**src/cbrf_pkg.sv**
```systemverilog
`timescale 1ns / 1ps
package cbrf_pkg;

   localparam int CSR_INDEX_WIDTH = 3;

   typedef enum logic [CSR_INDEX_WIDTH-1:0] {
      CSR_COEF_CUBIC    = 3'd0,
      CSR_COEF_SQUARE   = 3'd1,
      CSR_COEF_LINEAR   = 3'd2,
      CSR_COEF_CONSTANT = 3'd3,
      CSR_TOLERANCE     = 3'd4,
      CSR_MAX_ITER      = 3'd5
   } csr_index_type;

   typedef enum logic [1:0] {
      STATUS_CONVERGED  = 2'd0,
      STATUS_EXACT      = 2'd1,
      STATUS_NO_BRACKET = 2'd2,
      STATUS_CAP        = 2'd3
   } status_type;

   typedef enum logic [1:0] {
      COEF_SQUARE   = 2'd0,
      COEF_LINEAR   = 2'd1,
      COEF_CONSTANT = 2'd2
   } coef_sel_type;

   typedef enum logic [1:0] {
      SRC_LOW  = 2'd0,
      SRC_HIGH = 2'd1,
      SRC_MID  = 2'd2
   } src_type;

   typedef enum logic [3:0] {
      ST_IDLE,
      ST_MUL,
      ST_ADD,
      ST_BRANCH,
      ST_MID,
      ST_DIV,
      ST_DIV_END,
      ST_CHECK,
      ST_OUT
   } state_type;

   typedef struct packed {
      logic         load_req;
      logic         eval_high;
      logic         mul_step;
      logic         add_step;
      coef_sel_type coef_sel;
      logic         save_sign;
      logic         mid_step;
      logic         bisect;
      logic         err_sat;
      logic         div_start;
      logic         div_step;
      logic         div_finish;
      logic         out_load;
      status_type   out_status;
   } cmd_type;

   typedef struct packed {
      logic bracket_none;
      logic root_hit;
      logic iter_one;
      logic cur_zero;
      logic conv_ok;
      logic cap_hit;
      logic rsp_free;
   } stat_type;

endpackage

```
**src/cbrf_ctrl.sv**
```systemverilog
`timescale 1ns / 1ps
module cbrf_ctrl
   import cbrf_pkg::*;
#(
   parameter int VALUE_WIDTH = 32,
   parameter int FRAC_BITS   = 16
) (
   input  logic     clock,
   input  logic     reset,
   input  logic     req_tvalid,
   output logic     req_tready,
   input  stat_type stat,
   output cmd_type  cmd
);

   localparam int DIV_LEN = VALUE_WIDTH + 7 + FRAC_BITS;
   localparam int DCW     = $clog2(DIV_LEN + 1);

   state_type    state_ff, state_in;
   coef_sel_type hcnt_ff, hcnt_in;
   src_type      src_ff, src_in;
   logic [DCW-1:0] dcnt_ff, dcnt_in;
   logic         conv_ff, conv_in;
   status_type   status_ff, status_in;

   always_ff @(posedge clock) begin
      if (reset) begin
         state_ff  <= ST_IDLE;
         hcnt_ff   <= COEF_SQUARE;
         src_ff    <= SRC_LOW;
         dcnt_ff   <= '0;
         conv_ff   <= 1'b0;
         status_ff <= STATUS_CONVERGED;
      end else begin
         state_ff  <= state_in;
         hcnt_ff   <= hcnt_in;
         src_ff    <= src_in;
         dcnt_ff   <= dcnt_in;
         conv_ff   <= conv_in;
         status_ff <= status_in;
      end
   end

   // next state
   always_comb begin
      state_in  = state_ff;
      hcnt_in   = hcnt_ff;
      src_in    = src_ff;
      dcnt_in   = dcnt_ff;
      conv_in   = conv_ff;
      status_in = status_ff;
      unique case (state_ff)
         ST_IDLE: begin
            if (req_tvalid) begin
               state_in = ST_MUL;
               src_in   = SRC_LOW;
               hcnt_in  = COEF_SQUARE;
            end
         end
         ST_MUL: state_in = ST_ADD;
         ST_ADD: begin
            unique case (hcnt_ff)
               COEF_SQUARE: begin
                  hcnt_in  = COEF_LINEAR;
                  state_in = ST_MUL;
               end
               COEF_LINEAR: begin
                  hcnt_in  = COEF_CONSTANT;
                  state_in = ST_MUL;
               end
               default: begin
                  hcnt_in  = COEF_SQUARE;
                  state_in = ST_BRANCH;
               end
            endcase
         end
         ST_BRANCH: begin
            unique case (src_ff)
               SRC_LOW: begin
                  src_in   = SRC_HIGH;
                  state_in = ST_MUL;
               end
               SRC_HIGH: begin
                  if (stat.bracket_none) begin
                     status_in = STATUS_NO_BRACKET;
                     state_in  = ST_OUT;
                  end else begin
                     state_in = ST_MID;
                  end
               end
               default: begin
                  if (stat.root_hit) begin
                     status_in = STATUS_EXACT;
                     state_in  = ST_OUT;
                  end else if (stat.iter_one) begin
                     conv_in  = 1'b1;
                     state_in = ST_CHECK;
                  end else if (stat.cur_zero) begin
                     conv_in  = 1'b0;
                     state_in = ST_CHECK;
                  end else begin
                     dcnt_in  = '0;
                     state_in = ST_DIV;
                  end
               end
            endcase
         end
         ST_MID: begin
            src_in   = SRC_MID;
            state_in = ST_MUL;
         end
         ST_DIV: begin
            dcnt_in = dcnt_ff + 1'b1;
            if (dcnt_ff == DCW'(DIV_LEN - 1)) state_in = ST_DIV_END;
         end
         ST_DIV_END: begin
            conv_in  = 1'b1;
            state_in = ST_CHECK;
         end
         ST_CHECK: begin
            if (conv_ff && stat.conv_ok) begin
               status_in = STATUS_CONVERGED;
               state_in  = ST_OUT;
            end else if (stat.cap_hit) begin
               status_in = STATUS_CAP;
               state_in  = ST_OUT;
            end else begin
               state_in = ST_MID;
            end
         end
         ST_OUT: begin
            if (stat.rsp_free) state_in = ST_IDLE;
         end
         default: state_in = ST_IDLE;
      endcase
   end

   // outputs
   always_comb begin
      cmd            = '0;
      cmd.coef_sel   = hcnt_ff;
      cmd.out_status = status_ff;
      req_tready     = 1'b0;
      unique case (state_ff)
         ST_IDLE: begin
            req_tready   = !reset;
            cmd.load_req = req_tvalid && !reset;
         end
         ST_MUL: cmd.mul_step = 1'b1;
         ST_ADD: cmd.add_step = 1'b1;
         ST_BRANCH: begin
            unique case (src_ff)
               SRC_LOW: begin
                  cmd.save_sign = 1'b1;
                  cmd.eval_high = 1'b1;
               end
               SRC_HIGH: ;
               default: begin
                  if (!stat.root_hit) begin
                     cmd.bisect = 1'b1;
                     if (!stat.iter_one) begin
                        cmd.err_sat   = stat.cur_zero;
                        cmd.div_start = !stat.cur_zero;
                     end
                  end
               end
            endcase
         end
         ST_MID:     cmd.mid_step   = 1'b1;
         ST_DIV:     cmd.div_step   = 1'b1;
         ST_DIV_END: cmd.div_finish = 1'b1;
         ST_CHECK: ;
         ST_OUT:     cmd.out_load   = stat.rsp_free;
         default: ;
      endcase
   end

endmodule

```
**src/cbrf_datapath.sv**
```systemverilog
`timescale 1ns / 1ps
module cbrf_datapath
   import cbrf_pkg::*;
#(
   parameter int VALUE_WIDTH = 32,
   parameter int FRAC_BITS   = 16,
   parameter int ITER_BITS   = 8
) (
   input  logic                          clock,
   input  logic                          reset,
   input  cmd_type                       cmd,
   output stat_type                      stat,
   input  logic signed [VALUE_WIDTH-1:0] in_low,
   input  logic signed [VALUE_WIDTH-1:0] in_high,
   input  logic signed [VALUE_WIDTH-1:0] coef_cubic,
   input  logic signed [VALUE_WIDTH-1:0] coef_square,
   input  logic signed [VALUE_WIDTH-1:0] coef_linear,
   input  logic signed [VALUE_WIDTH-1:0] coef_constant,
   input  logic [VALUE_WIDTH-1:0]        tolerance,
   input  logic [ITER_BITS-1:0]          max_iter,
   output logic                          rsp_valid,
   input  logic                          rsp_take,
   output logic signed [VALUE_WIDTH-1:0] rsp_root,
   output logic [VALUE_WIDTH-1:0]        rsp_err,
   output logic [ITER_BITS-1:0]          rsp_iter,
   output status_type                    rsp_status
);

   localparam int W       = VALUE_WIDTH;
   localparam int DIV_LEN = W + 7 + FRAC_BITS;
   localparam logic [63:0] HUNDRED_Q = 64'd100 << FRAC_BITS;
   localparam logic [W-1:0] ERR_INIT = HUNDRED_Q[W-1:0];
   localparam logic [W-1:0] VMAX     = {1'b0, {(W-1){1'b1}}};
   localparam logic [W-1:0] VMIN     = {1'b1, {(W-1){1'b0}}};
   localparam logic [2*W-1:0] LIM_POS = {{(W+1){1'b0}}, {(W-1){1'b1}}};
   localparam logic [2*W-1:0] LIM_NEG = {{W{1'b0}}, 1'b1, {(W-1){1'b0}}};

   logic signed [W-1:0] a_ff, a_in, b_ff, b_in, cur_ff, cur_in, prev_ff, prev_in;
   logic signed [W-1:0] x_ff, x_in, acc_ff, acc_in;
   logic [W-1:0]        err_ff, err_in;
   logic [ITER_BITS-1:0] iter_ff, iter_in;
   logic                sa_pos_ff, sa_pos_in, sa_neg_ff, sa_neg_in;
   logic [2*W-1:0]      prod_ff, prod_in;
   logic                pneg_ff, pneg_in;
   logic [DIV_LEN-1:0]  dvd_ff, dvd_in;
   logic [W-1:0]        rem_ff, rem_in, quo_ff, quo_in, den_ff, den_in;
   logic                over_ff, over_in;
   logic                rsp_valid_ff, rsp_valid_in;
   logic signed [W-1:0] rsp_root_ff;
   logic [W-1:0]        rsp_err_ff;
   logic [ITER_BITS-1:0] rsp_iter_ff;
   status_type          rsp_status_ff;

   logic [W-1:0]        acc_mag, x_mag, cur_mag, diff_mag;
   logic [2*W-1:0]      shifted, clipped;
   logic signed [W-1:0] mul_res, coef_pick;
   logic signed [W:0]   sum_ext, mid_sum, diff_ext;
   logic [W+6:0]        num100;
   logic [W:0]          rs, rs_sub;
   logic                ge, acc_pos, acc_neg;
   logic [ITER_BITS-1:0] cap;

   assign acc_mag = acc_ff[W-1] ? W'(-acc_ff) : W'(acc_ff);
   assign x_mag   = x_ff[W-1] ? W'(-x_ff) : W'(x_ff);
   assign cur_mag = cur_ff[W-1] ? W'(-cur_ff) : W'(cur_ff);

   // scale back and clamp the product
   assign shifted = prod_ff >> FRAC_BITS;
   assign clipped = pneg_ff ? ((shifted > LIM_NEG) ? LIM_NEG : shifted)
                            : ((shifted > LIM_POS) ? LIM_POS : shifted);
   assign mul_res = pneg_ff ? -$signed(clipped[W-1:0]) : $signed(clipped[W-1:0]);

   always_comb begin
      unique case (cmd.coef_sel)
         COEF_SQUARE: coef_pick = coef_square;
         COEF_LINEAR: coef_pick = coef_linear;
         default:     coef_pick = coef_constant;
      endcase
   end

   assign sum_ext  = {mul_res[W-1], mul_res} + {coef_pick[W-1], coef_pick};
   assign mid_sum  = {a_ff[W-1], a_ff} + {b_ff[W-1], b_ff};
   assign diff_ext = {cur_ff[W-1], cur_ff} - {prev_ff[W-1], prev_ff};
   assign diff_mag = diff_ext[W] ? W'(-diff_ext) : W'(diff_ext);
   // times 100 as shifts
   assign num100 = ({7'd0, diff_mag} << 6) + ({7'd0, diff_mag} << 5)
                 + ({7'd0, diff_mag} << 2);

   assign rs     = {rem_ff, dvd_ff[DIV_LEN-1]};
   assign ge     = rs >= {1'b0, den_ff};
   assign rs_sub = rs - {1'b0, den_ff};

   assign acc_pos = !acc_ff[W-1] && (acc_ff != '0);
   assign acc_neg = acc_ff[W-1];
   assign cap     = (max_iter == '0) ? ITER_BITS'(1) : max_iter;

   always_comb begin
      a_in = a_ff; b_in = b_ff; cur_in = cur_ff; prev_in = prev_ff;
      x_in = x_ff; acc_in = acc_ff; err_in = err_ff; iter_in = iter_ff;
      sa_pos_in = sa_pos_ff; sa_neg_in = sa_neg_ff;
      prod_in = prod_ff; pneg_in = pneg_ff;
      dvd_in = dvd_ff; rem_in = rem_ff; quo_in = quo_ff; den_in = den_ff;
      over_in = over_ff;
      if (cmd.load_req) begin
         a_in = in_low; b_in = in_high; cur_in = '0; prev_in = '0;
         err_in = ERR_INIT; iter_in = '0;
         x_in = in_low; acc_in = coef_cubic;
      end
      if (cmd.eval_high) begin
         x_in = b_ff; acc_in = coef_cubic;
      end
      if (cmd.save_sign) begin
         sa_pos_in = acc_pos; sa_neg_in = acc_neg;
      end
      if (cmd.mul_step) begin
         prod_in = {{W{1'b0}}, acc_mag} * {{W{1'b0}}, x_mag};
         pneg_in = acc_ff[W-1] ^ x_ff[W-1];
      end
      if (cmd.add_step) begin
         if (sum_ext[W] != sum_ext[W-1]) acc_in = sum_ext[W] ? VMIN : VMAX;
         else acc_in = sum_ext[W-1:0];
      end
      if (cmd.mid_step) begin
         prev_in = cur_ff;
         cur_in  = mid_sum[W:1];
         x_in    = mid_sum[W:1];
         acc_in  = coef_cubic;
         iter_in = iter_ff + 1'b1;
      end
      if (cmd.bisect) begin
         if ((sa_pos_ff && acc_neg) || (sa_neg_ff && acc_pos)) begin
            b_in = cur_ff;
         end else begin
            a_in = cur_ff; sa_pos_in = acc_pos; sa_neg_in = acc_neg;
         end
      end
      if (cmd.err_sat) err_in = '1;
      if (cmd.div_start) begin
         dvd_in = {num100, {FRAC_BITS{1'b0}}};
         rem_in = '0; quo_in = '0; over_in = 1'b0; den_in = cur_mag;
      end
      if (cmd.div_step) begin
         rem_in  = ge ? rs_sub[W-1:0] : rs[W-1:0];
         quo_in  = {quo_ff[W-2:0], ge};
         over_in = over_ff | quo_ff[W-1];
         dvd_in  = dvd_ff << 1;
      end
      if (cmd.div_finish) err_in = over_ff ? '1 : quo_ff;
   end

   always_ff @(posedge clock) begin
      a_ff <= a_in; b_ff <= b_in; cur_ff <= cur_in; prev_ff <= prev_in;
      x_ff <= x_in; acc_ff <= acc_in; err_ff <= err_in; iter_ff <= iter_in;
      sa_pos_ff <= sa_pos_in; sa_neg_ff <= sa_neg_in;
      prod_ff <= prod_in; pneg_ff <= pneg_in;
      dvd_ff <= dvd_in; rem_ff <= rem_in; quo_ff <= quo_in; den_ff <= den_in;
      over_ff <= over_in;
   end

   // result register
   always_comb begin
      rsp_valid_in = rsp_valid_ff;
      if (rsp_take) rsp_valid_in = 1'b0;
      if (cmd.out_load) rsp_valid_in = 1'b1;
   end

   always_ff @(posedge clock) begin
      if (reset) rsp_valid_ff <= 1'b0;
      else rsp_valid_ff <= rsp_valid_in;
   end

   always_ff @(posedge clock) begin
      if (cmd.out_load) begin
         rsp_root_ff   <= cur_ff;
         rsp_err_ff    <= err_ff;
         rsp_iter_ff   <= iter_ff;
         rsp_status_ff <= cmd.out_status;
      end
   end

   assign stat.bracket_none = (sa_pos_ff && acc_pos) || (sa_neg_ff && acc_neg);
   assign stat.root_hit     = !(acc_pos || acc_neg) || !(sa_pos_ff || sa_neg_ff);
   assign stat.iter_one     = iter_ff == ITER_BITS'(1);
   assign stat.cur_zero     = cur_ff == '0;
   assign stat.conv_ok      = err_ff <= tolerance;
   assign stat.cap_hit      = iter_ff >= cap;
   assign stat.rsp_free     = !rsp_valid_ff || rsp_take;

   assign rsp_valid  = rsp_valid_ff;
   assign rsp_root   = rsp_root_ff;
   assign rsp_err    = rsp_err_ff;
   assign rsp_iter   = rsp_iter_ff;
   assign rsp_status = rsp_status_ff;

endmodule

```
**src/cubic_bisection_root_finder.sv**
```systemverilog
`timescale 1ns / 1ps
// cubic root finder by bisection, signed fixed point with FRAC_BITS fraction bits
// req channel: one transaction carries an interval (low, high); one rsp
//   transaction comes back per request with root, error percent, steps and status
// csr channel: writes coefficients, tolerance and iteration cap by index,
//   ready whenever reset is low; write only while no request is in flight
// each polynomial evaluation runs horner's rule on one shared multiplier:
//   three multiply and add rounds plus a sign branch
// bracket check: after the request transaction both interval ends are evaluated
// each bisection step: a midpoint update and an evaluation, then, from the
//   second step on, the bit-serial percent divider, skipped when the step lands
//   on an exact root or the midpoint is zero
// once the result is loaded the controller returns to idle, where the next
//   request is taken
// one request is worked at a time
// the result sits in an output register, so the next request is taken while
//   the receiver stalls; the block holds only once a second result is ready
// reset clears the controller and output valid and restores the register
//   defaults: cubic 1.0, tolerance 1.0 percent, cap 64
module cubic_bisection_root_finder
   import cbrf_pkg::*;
#(
   parameter int VALUE_WIDTH = 32,
   parameter int FRAC_BITS   = 16,
   parameter int ITER_BITS   = 8
) (
   input  logic                       clock,
   input  logic                       reset,
   // interval_low, interval_high
   input  logic [((2*VALUE_WIDTH+7)/8)*8-1:0] req_tdata,
   input  logic                       req_tvalid,
   output logic                       req_tready,
   // root_estimate, approx_error_percent, iterations_done, zero fill
   output logic [((2*VALUE_WIDTH+ITER_BITS+7)/8)*8-1:0] rsp_tdata,
   // status
   output logic [1:0]                 rsp_tuser,
   output logic                       rsp_tvalid,
   input  logic                       rsp_tready,
   input  logic                       csr_valid,
   output logic                       csr_ready,
   input  logic [CSR_INDEX_WIDTH-1:0] csr_index,
   input  logic [VALUE_WIDTH-1:0]     csr_data
);

   localparam int RSP_BITS  = 2 * VALUE_WIDTH + ITER_BITS;
   localparam int RSP_WIDTH = ((RSP_BITS + 7) / 8) * 8;
   localparam logic [63:0] ONE_Q = 64'd1 << FRAC_BITS;
   localparam logic [15:0] ITER_RESET = 16'd64;

   logic signed [VALUE_WIDTH-1:0] coef_cubic_ff, coef_square_ff;
   logic signed [VALUE_WIDTH-1:0] coef_linear_ff, coef_constant_ff;
   logic [VALUE_WIDTH-1:0]        tolerance_ff;
   logic [ITER_BITS-1:0]          max_iter_ff;

   cmd_type  cmd;
   stat_type stat;

   logic signed [VALUE_WIDTH-1:0] rsp_root;
   logic [VALUE_WIDTH-1:0]        rsp_err;
   logic [ITER_BITS-1:0]          rsp_iter;
   status_type                    rsp_status;

   assign csr_ready = !reset;

   // configuration registers
   always_ff @(posedge clock) begin
      if (reset) begin
         coef_cubic_ff    <= ONE_Q[VALUE_WIDTH-1:0];
         coef_square_ff   <= '0;
         coef_linear_ff   <= '0;
         coef_constant_ff <= '0;
         tolerance_ff     <= ONE_Q[VALUE_WIDTH-1:0];
         max_iter_ff      <= ITER_RESET[ITER_BITS-1:0];
      end else if (csr_valid) begin
         unique case (csr_index)
            CSR_COEF_CUBIC:    coef_cubic_ff    <= csr_data;
            CSR_COEF_SQUARE:   coef_square_ff   <= csr_data;
            CSR_COEF_LINEAR:   coef_linear_ff   <= csr_data;
            CSR_COEF_CONSTANT: coef_constant_ff <= csr_data;
            CSR_TOLERANCE:     tolerance_ff     <= csr_data;
            CSR_MAX_ITER:      max_iter_ff      <= csr_data[ITER_BITS-1:0];
            default: ;
         endcase
      end
   end

   cbrf_ctrl #(
      .VALUE_WIDTH(VALUE_WIDTH),
      .FRAC_BITS  (FRAC_BITS)
   ) u_ctrl (
      .clock     (clock),
      .reset     (reset),
      .req_tvalid(req_tvalid),
      .req_tready(req_tready),
      .stat      (stat),
      .cmd       (cmd)
   );

   cbrf_datapath #(
      .VALUE_WIDTH(VALUE_WIDTH),
      .FRAC_BITS  (FRAC_BITS),
      .ITER_BITS  (ITER_BITS)
   ) u_datapath (
      .clock        (clock),
      .reset        (reset),
      .cmd          (cmd),
      .stat         (stat),
      .in_low       (req_tdata[VALUE_WIDTH-1:0]),
      .in_high      (req_tdata[2*VALUE_WIDTH-1:VALUE_WIDTH]),
      .coef_cubic   (coef_cubic_ff),
      .coef_square  (coef_square_ff),
      .coef_linear  (coef_linear_ff),
      .coef_constant(coef_constant_ff),
      .tolerance    (tolerance_ff),
      .max_iter     (max_iter_ff),
      .rsp_valid    (rsp_tvalid),
      .rsp_take     (rsp_tready),
      .rsp_root     (rsp_root),
      .rsp_err      (rsp_err),
      .rsp_iter     (rsp_iter),
      .rsp_status   (rsp_status)
   );

   // pack result fields, lowest field first, zero fill to whole bytes
   assign rsp_tdata = RSP_WIDTH'({rsp_iter, rsp_err, rsp_root});
   assign rsp_tuser = rsp_status;

endmodule
```
**config.mk**
```make
export PLATFORM = sky130hd
export DESIGN_NAME = cubic_bisection_root_finder
export DESIGN_NICKNAME = d
export VERILOG_FILES = /design/src/cbrf_pkg.sv /design/src/cbrf_ctrl.sv /design/src/cbrf_datapath.sv /design/src/cubic_bisection_root_finder.sv
export SDC_FILE = /design/constraint.sdc
export NUM_CORES = 2
export LEC_CHECK = 0
export ABC_CLOCK_PERIOD_IN_PS = 10290
export BUFFER_PORTS_ARGS = -buffer_cell sky130_fd_sc_hd__buf_2
export CORE_MARGIN = 4
export CORE_UTILIZATION = 41
export DETAILED_ROUTE_END_ITERATION = 10
export GPL_TIMING_DRIVEN = 1
export PLACE_DENSITY = 0.6
export SKIP_LAST_GASP = 1
export SLEW_MARGIN = 10
export SYNTH_ARGS = -nofsm -noshare
export SYNTH_HDL_FRONTEND = slang
export SYNTH_SLANG_ARGS = --single-unit
```
**constraint.sdc**
```tcl
create_clock -name clock -period 10.29 [get_ports clock]
set_input_delay 1.029 -clock clock [delete_from_list [all_inputs] [get_ports clock]]
set_output_delay 1.029 -clock clock [all_outputs]
set_load 0.05 [all_outputs]
```
Word-level counts from Yosys, hierarchy flattened
Index checks and enable logic that the tools add are counted.
{ "word_totals": {"latchBits": 0, "mem_bits_rw": 0, "inputBits": 104, "romBits": 0, "register_bits": 695, "mem_count": 0, "wordCells": 236, "out_inout_bits": 77} }
{ "classes": {"n_eq_ne": 31, "n_shift": 0, "bitwise_logic": 2, "n_addsub": 13, "reduce_logical": 51, "n_div": 0, "n_mux": 97, "n_lt_le_gt_ge": 5, "mul": 1} }
{ "op_table": {"columns": ["operator", "n"], "rows": [
  ["$mux 32", 33],
  ["$neg 32->32", 5],
  ["$mux 55", 2],
  ["$add 32x32->33", 2],
  ["$mul 32x32->64", 1],
  ["$pmux 32 s2", 1],
  ["$gt 48x31->1 const B", 1],
  ["$gt 48x32->1 const B", 1],
  ["$add 38x37->39", 1],
  ["$add 39x34->39", 1],
  ["$pmux 4 s9", 1],
  ["$ge 33x32->1", 1],
  ["$sub 32x32->33", 1],
  ["$le 32x32->1", 1],
  ["$logic_not 32->1", 1],
  ["$mux 4", 8],
  ["$reduce_bool 32->1", 1],
  ["$sub 32x32->32", 1],
  ["$mux 31", 1],
  ["$mux 1", 24],
  ["$mux 6", 4],
  ["$mux 8", 3],
  ["$mux 2", 9],
  ["$eq 4x3->1 const B", 4],
  ["other kinds (41)", 92]
]} }

Longest topological paths before layout
{ "logic_depth": {"depth_word": 10, "ltp_mapped": 39, "ltp_nobuf": 37} }

Hierarchy
A second synthesis with hierarchy kept.
{ "unflattened": {"hier_cells": 7665, "area_unflattened_um2": 71831.4} }
{ "by_module_without_submodules": {"columns": ["mod", "instances", "area_per_inst_um2", "cells_each"], "rows": [
  ["cbrf_datapath", 1, 64230.4, 6949],
  ["cubic_bisection_root_finder", 1, 6572.6, 589],
  ["cbrf_ctrl", 1, 1028.5, 127]
]} }

Worst setup path before layout
OpenSTA, ideal clock, no wires.
{ "synth_timing": {"kind": "register to register", "start": "reg u_datapath.acc_ff[2]", "end": "reg u_datapath.prod_ff[59] (data pin)", "t_required_ns": 10.110, "n_path_buf": 1, "setup_ns": 0.180, "slack_ns": 0.138, "path_stages_with_launch": 36, "arrival_ns": 9.972, "path_cell_list": "edfxtp_1 or3_1 or3_1 nor2_1 nand2_1 or3_1 or2_2 o41ai_1 xor2_1 buf_2 nor2_1 fa_1 fa_1 inv_1 fa_1 fa_1 inv_1 fa_1 fa_1 fa_1 inv_1 fa_1 inv_1 ha_1 a21o_1 a21o_1 a21o_1 a21o_1 a21o_1 a31o_2 a21oi_1 o21bai_1 a21oi_1 a31oi_1 or4_1 o311ai_1"} }
{ "synth_via": {"elab_chain_len": 3} }
{ "synth_lines": {"columns": ["item", "line_no", "source"], "rows": [
  ["start, declared", "cbrf_datapath.sv:39", "logic signed [W-1:0] x_ff, x_in, acc_ff, acc_in;"],
  ["start signal, assigned", "cbrf_datapath.sv:153", "x_ff <= x_in; acc_ff <= acc_in; err_ff <= err_in; iter_ff <= iter_in;"],
  ["$neg 32->32", "cbrf_datapath.sv:63", "assign acc_mag = acc_ff[W-1] ? W'(-acc_ff) : W'(acc_ff);"],
  ["$mux 32 *", "cbrf_datapath.sv:63", null],
  ["$mul 32x32->64 *", "cbrf_datapath.sv:116", "prod_in = {{W{1'b0}}, acc_mag} * {{W{1'b0}}, x_mag};"],
  ["end signal, assigned", "cbrf_datapath.sv:155", "prod_ff <= prod_in; pneg_ff <= pneg_in;"],
  ["end, declared", "cbrf_datapath.sv:43", "logic [2*W-1:0] prod_ff, prod_in;"]
]} }
Mark *: on every way between the ends. The rest lies on a longest branch, timed or not.
A chain may end at the register's enable or synchronous reset.

Worst setup path after layout
{ "layout_timing": {"start": "reg u_datapath.x_ff[6]", "end": "reg u_datapath.prod_ff[59] (data pin)"} }
{ "layout_via": {"elab_chain_len": 3} }
{ "layout_lines": {"columns": ["item", "line_no", "source"], "rows": [
  ["start, declared", "cbrf_datapath.sv:39", null],
  ["start signal, assigned", "cbrf_datapath.sv:153", null],
  ["$neg 32->32", "cbrf_datapath.sv:64", "assign x_mag = x_ff[W-1] ? W'(-x_ff) : W'(x_ff);"],
  ["$mux 32 *", "cbrf_datapath.sv:64", null],
  ["$mul 32x32->64 *", "cbrf_datapath.sv:116", null]
]} }
Marked as above.

==> impl_metrics.yaml <==
setup_path:
  critical_path_class: "reg2reg"
  required_ns: 10.81
  endpoint_kind: "register"
  cp_slowest_stage_delay_ns: 0.59
  worstPathMaxFanout: 4
  startpoint_type: "register"
  worst_ep_arrival_time_ns: 10.73
  slowest_stage: "fa_1"
  crit_top_cell: "fa_1"
synth:
  synthArstFlopShare_pct: 0
  yosys.area.top_type_share_pct: 26.32
  synth_ff_type: "edfxtp_1"
  ys_warn_count: 0
  ys_ff_latch: 677
  synth_edf_count: 425
  synthTopCellsByArea: "fa_1 (26%), edfxtp_1 (18%), ha_1 (8.4%)"
  synth_area_sq_um: 70580
  avgSynthCellArea_sq_um: 9.108
  synthCells: 7749
  syn_nets: 9253
  yosysSeqAreaShare_pct: 25.23
  synth_most_common_cell: "nand2_1"
  ys_types: 90
  synth_area_leader_cell: "fa_1"
  synthTopCellsByCount: "nand2_1 (1132), inv_1 (1114), fa_1 (928)"
timing:
  final_hold_viol_count: 0
  rsz0062_at_grt: "true"
  slew_headroom_pct: 16.30
  final-setup-viol-count: 0
  tightest_slew_ns: 1.252
  skew_ns: 0.04537
  min_period_ns: 10.21
  fmax_ghz: 0.09793
  post-route-period-util_pct: 99.24
  final-max-slew-violation-count: 0
floorplan:
  top_level_ports: 181
  start_util_pct: 41.19
  rows: 152
  die_width_um: 422.9
  die-area_sq_um: 178900
  die_y_um: 422.9
  fp.coreArea_sq_um: 171400
clock_network:
  clk-insertion-delay-late_ns: 0.72
  htree_levels: 3
  cts_sinks: 677
  ctsRootBufferMaster: "clkbuf_16"
  cts_hold_buffers: 0
  cts_tree: "done"
  cts_buffer_depth: 3
  clk_pin_slew_ns: 0.06
  cts_buffers: 75
detailed_routing:
  postRouteAntennaNets: 0
  drt_iter0_drc: 4377
  dr_total_vias: 56670
  via_per_inst: 5.400
  wirelength_um: 230300
  routedWlPerCell_um: 21.95
  drc: 0
  firstDrtPassIters: 6
placement:
  dp.cells: 10340
  place_area_sq_um: 77020
  gp_congestion: 0.9570
  port-buffer-count: 180
  hpwl_um: 183200
min_path:
  hold_class: "reg2reg"
global_routing:
  grt_pass1_vias: 57210
  grtUsageMet2_pct: 41.62
  grt_max_degree: 92
  grt_usage_pct: 25.62
  grt.overflow.total: 0
  grt_pass1_wl_um: 350000
  grt.busiest_layer: "met2"
  antenna_found_initial: 14
  grt_use_met3_pct: 3.594
  met1_usage_pct: 33.56
run:
  cap_violations: 0
finish:
  final_cell_area_sq_um: 80070
  utilization_pct: 46.73
  final_net_count: 9618
  syn_to_final_growth_pct: 13.45
  final_cells: 10490
  drive_gt1_share_pct: 11.22
status:
  outcome: "complete, no violations"
[through the flow]
| step | setup WS, ns | TNS (ns) | hold WS, ns |
|---|---|---|---|
| after CTS | 0.003296 | 0 | 0.4462 |
| after floorplan | 0.1376 | 0 | 0.4082 |
| after detailed placement | -0.3381 | -2.812 | 0.4180 |
| final | 0.07814 | 0 | 0.4401 |
| after global routing | -0.2035 | -0.7639 | 0.4556 |
| after global placement | -0.4880 | -4.526 | 0.4202 |
[cell usage in the layout, fill, tap and decap left out, drive strengths merged, types with 32 or more instances in the layout]
cell / n
nand2: 1133
inv: 1125
fa: 928
nor2: 839
buf: 630
ha: 472
a21oi: 453
edfxtp: 425
o21ai: 269
dfxtp: 252
xnor2: 202
a21o: 148
xor2: 147
mux2i: 133
clkbuf: 96
nor3: 69
nand3: 64
and3: 59
o21a: 58
and2: 57
nand2b: 50
o31ai: 43
o21bai: 42
nor2b: 36
nand4: 34
a31oi: 34
a211oi: 32
[final timing paths]
check	start	to	slack, ns	cells past startpoint
setup / recovery	u_datapath.x_ff[6]	u_datapath.prod_ff[59]	0.08	35
hold / removal	u_ctrl.status_ff[1]	u_datapath.rsp_status[1]	0.44	0
setup reg to reg	u_datapath.x_ff[6]	u_datapath.prod_ff[59]	0.08	35
hold reg to reg	u_ctrl.status_ff[1]	u_datapath.rsp_status[1]	0.44	0
[repair_timing]
action | 4_1_cts | 5_1_grt
buffers inserted | 0 | 12
gates resized for setup | 13 | 56
gates cloned | 0 | 0
pin swaps | 1 | 43
setup endpoints to repair | 13 | 21
[flip-flops by register name, indices dropped and copies added, names as in the netlist, 32 cells and up]
signal and flops:
coef_constant_ff 32, coef_cubic_ff 32, coef_linear_ff 32, coef_square_ff 32, tolerance_ff 32, u_datapath.a_ff 32
u_datapath.acc_ff 32, u_datapath.b_ff 32, u_datapath.cur_ff 32, u_datapath.den_ff 32, u_datapath.dvd_ff 37, u_datapath.err_ff 32
u_datapath.prev_ff 32, u_datapath.prod_ff 48, u_datapath.quo_ff 32, u_datapath.rem_ff 32, u_datapath.rsp_err 32, u_datapath.rsp_root 32
u_datapath.x_ff 32
[routing by layer]
| layer | wire [um] | up-vias | part of all wire, % |
|---|---|---|---|
| met5 | 13 | - | 0.0056 |
| met4 | 13170 | 2 | 5.7 |
| met3 | 14870 | 516 | 6.5 |
| met2 | 107100 | 1971 | 47 |
| met1 | 95140 | 28370 | 41 |
| li1 | - | 25810 | - |
[cells by family after synthesis]
| family | synth area share (%) |
|---|---|
| and+or+nand+nor | 15.03 |
| buffers and inverters | 7.777 |
| adders and majority gates | 34.93 |
| AOI/OAI and AO/OA | 10.77 |
| DFF | 25.23 |
| xor gates and xnor gates | 4.331 |
| muxes | 1.934 |
[worst max-delay path, delay by kind of cell (launching register included)]
| kind | cells | cell delay [ns] |
|---|---|---|
| xor+xnor | 1 | 0.20 |
| flops | 1 | 0.38 |
| compound gates | 12 | 2.07 |
| simple gates | 8 | 2.61 |
| buf+inv | 5 | 0.43 |
| fa+ha+maj | 9 | 4.31 |
[area by class of cell]
type / instances / area [sq um]
Sequential cell: 677 / 17810
Clock inverter: 43 / 480.5
Multi-Input combinational cell: 5615 / 47980
Inverter: 1115 / 4185
Tap cell: 2310 / 2890
Antenna cell: 8 / 20.02
Fill cell: 16330 / 91280
Timing Repair Buffer: 630 / 4609
Clock buffer: 96 / 2100
Power is left out: the tool's default activity adds up to more than one toggle a clock period on the data nets, which glitch-free logic cannot reach.
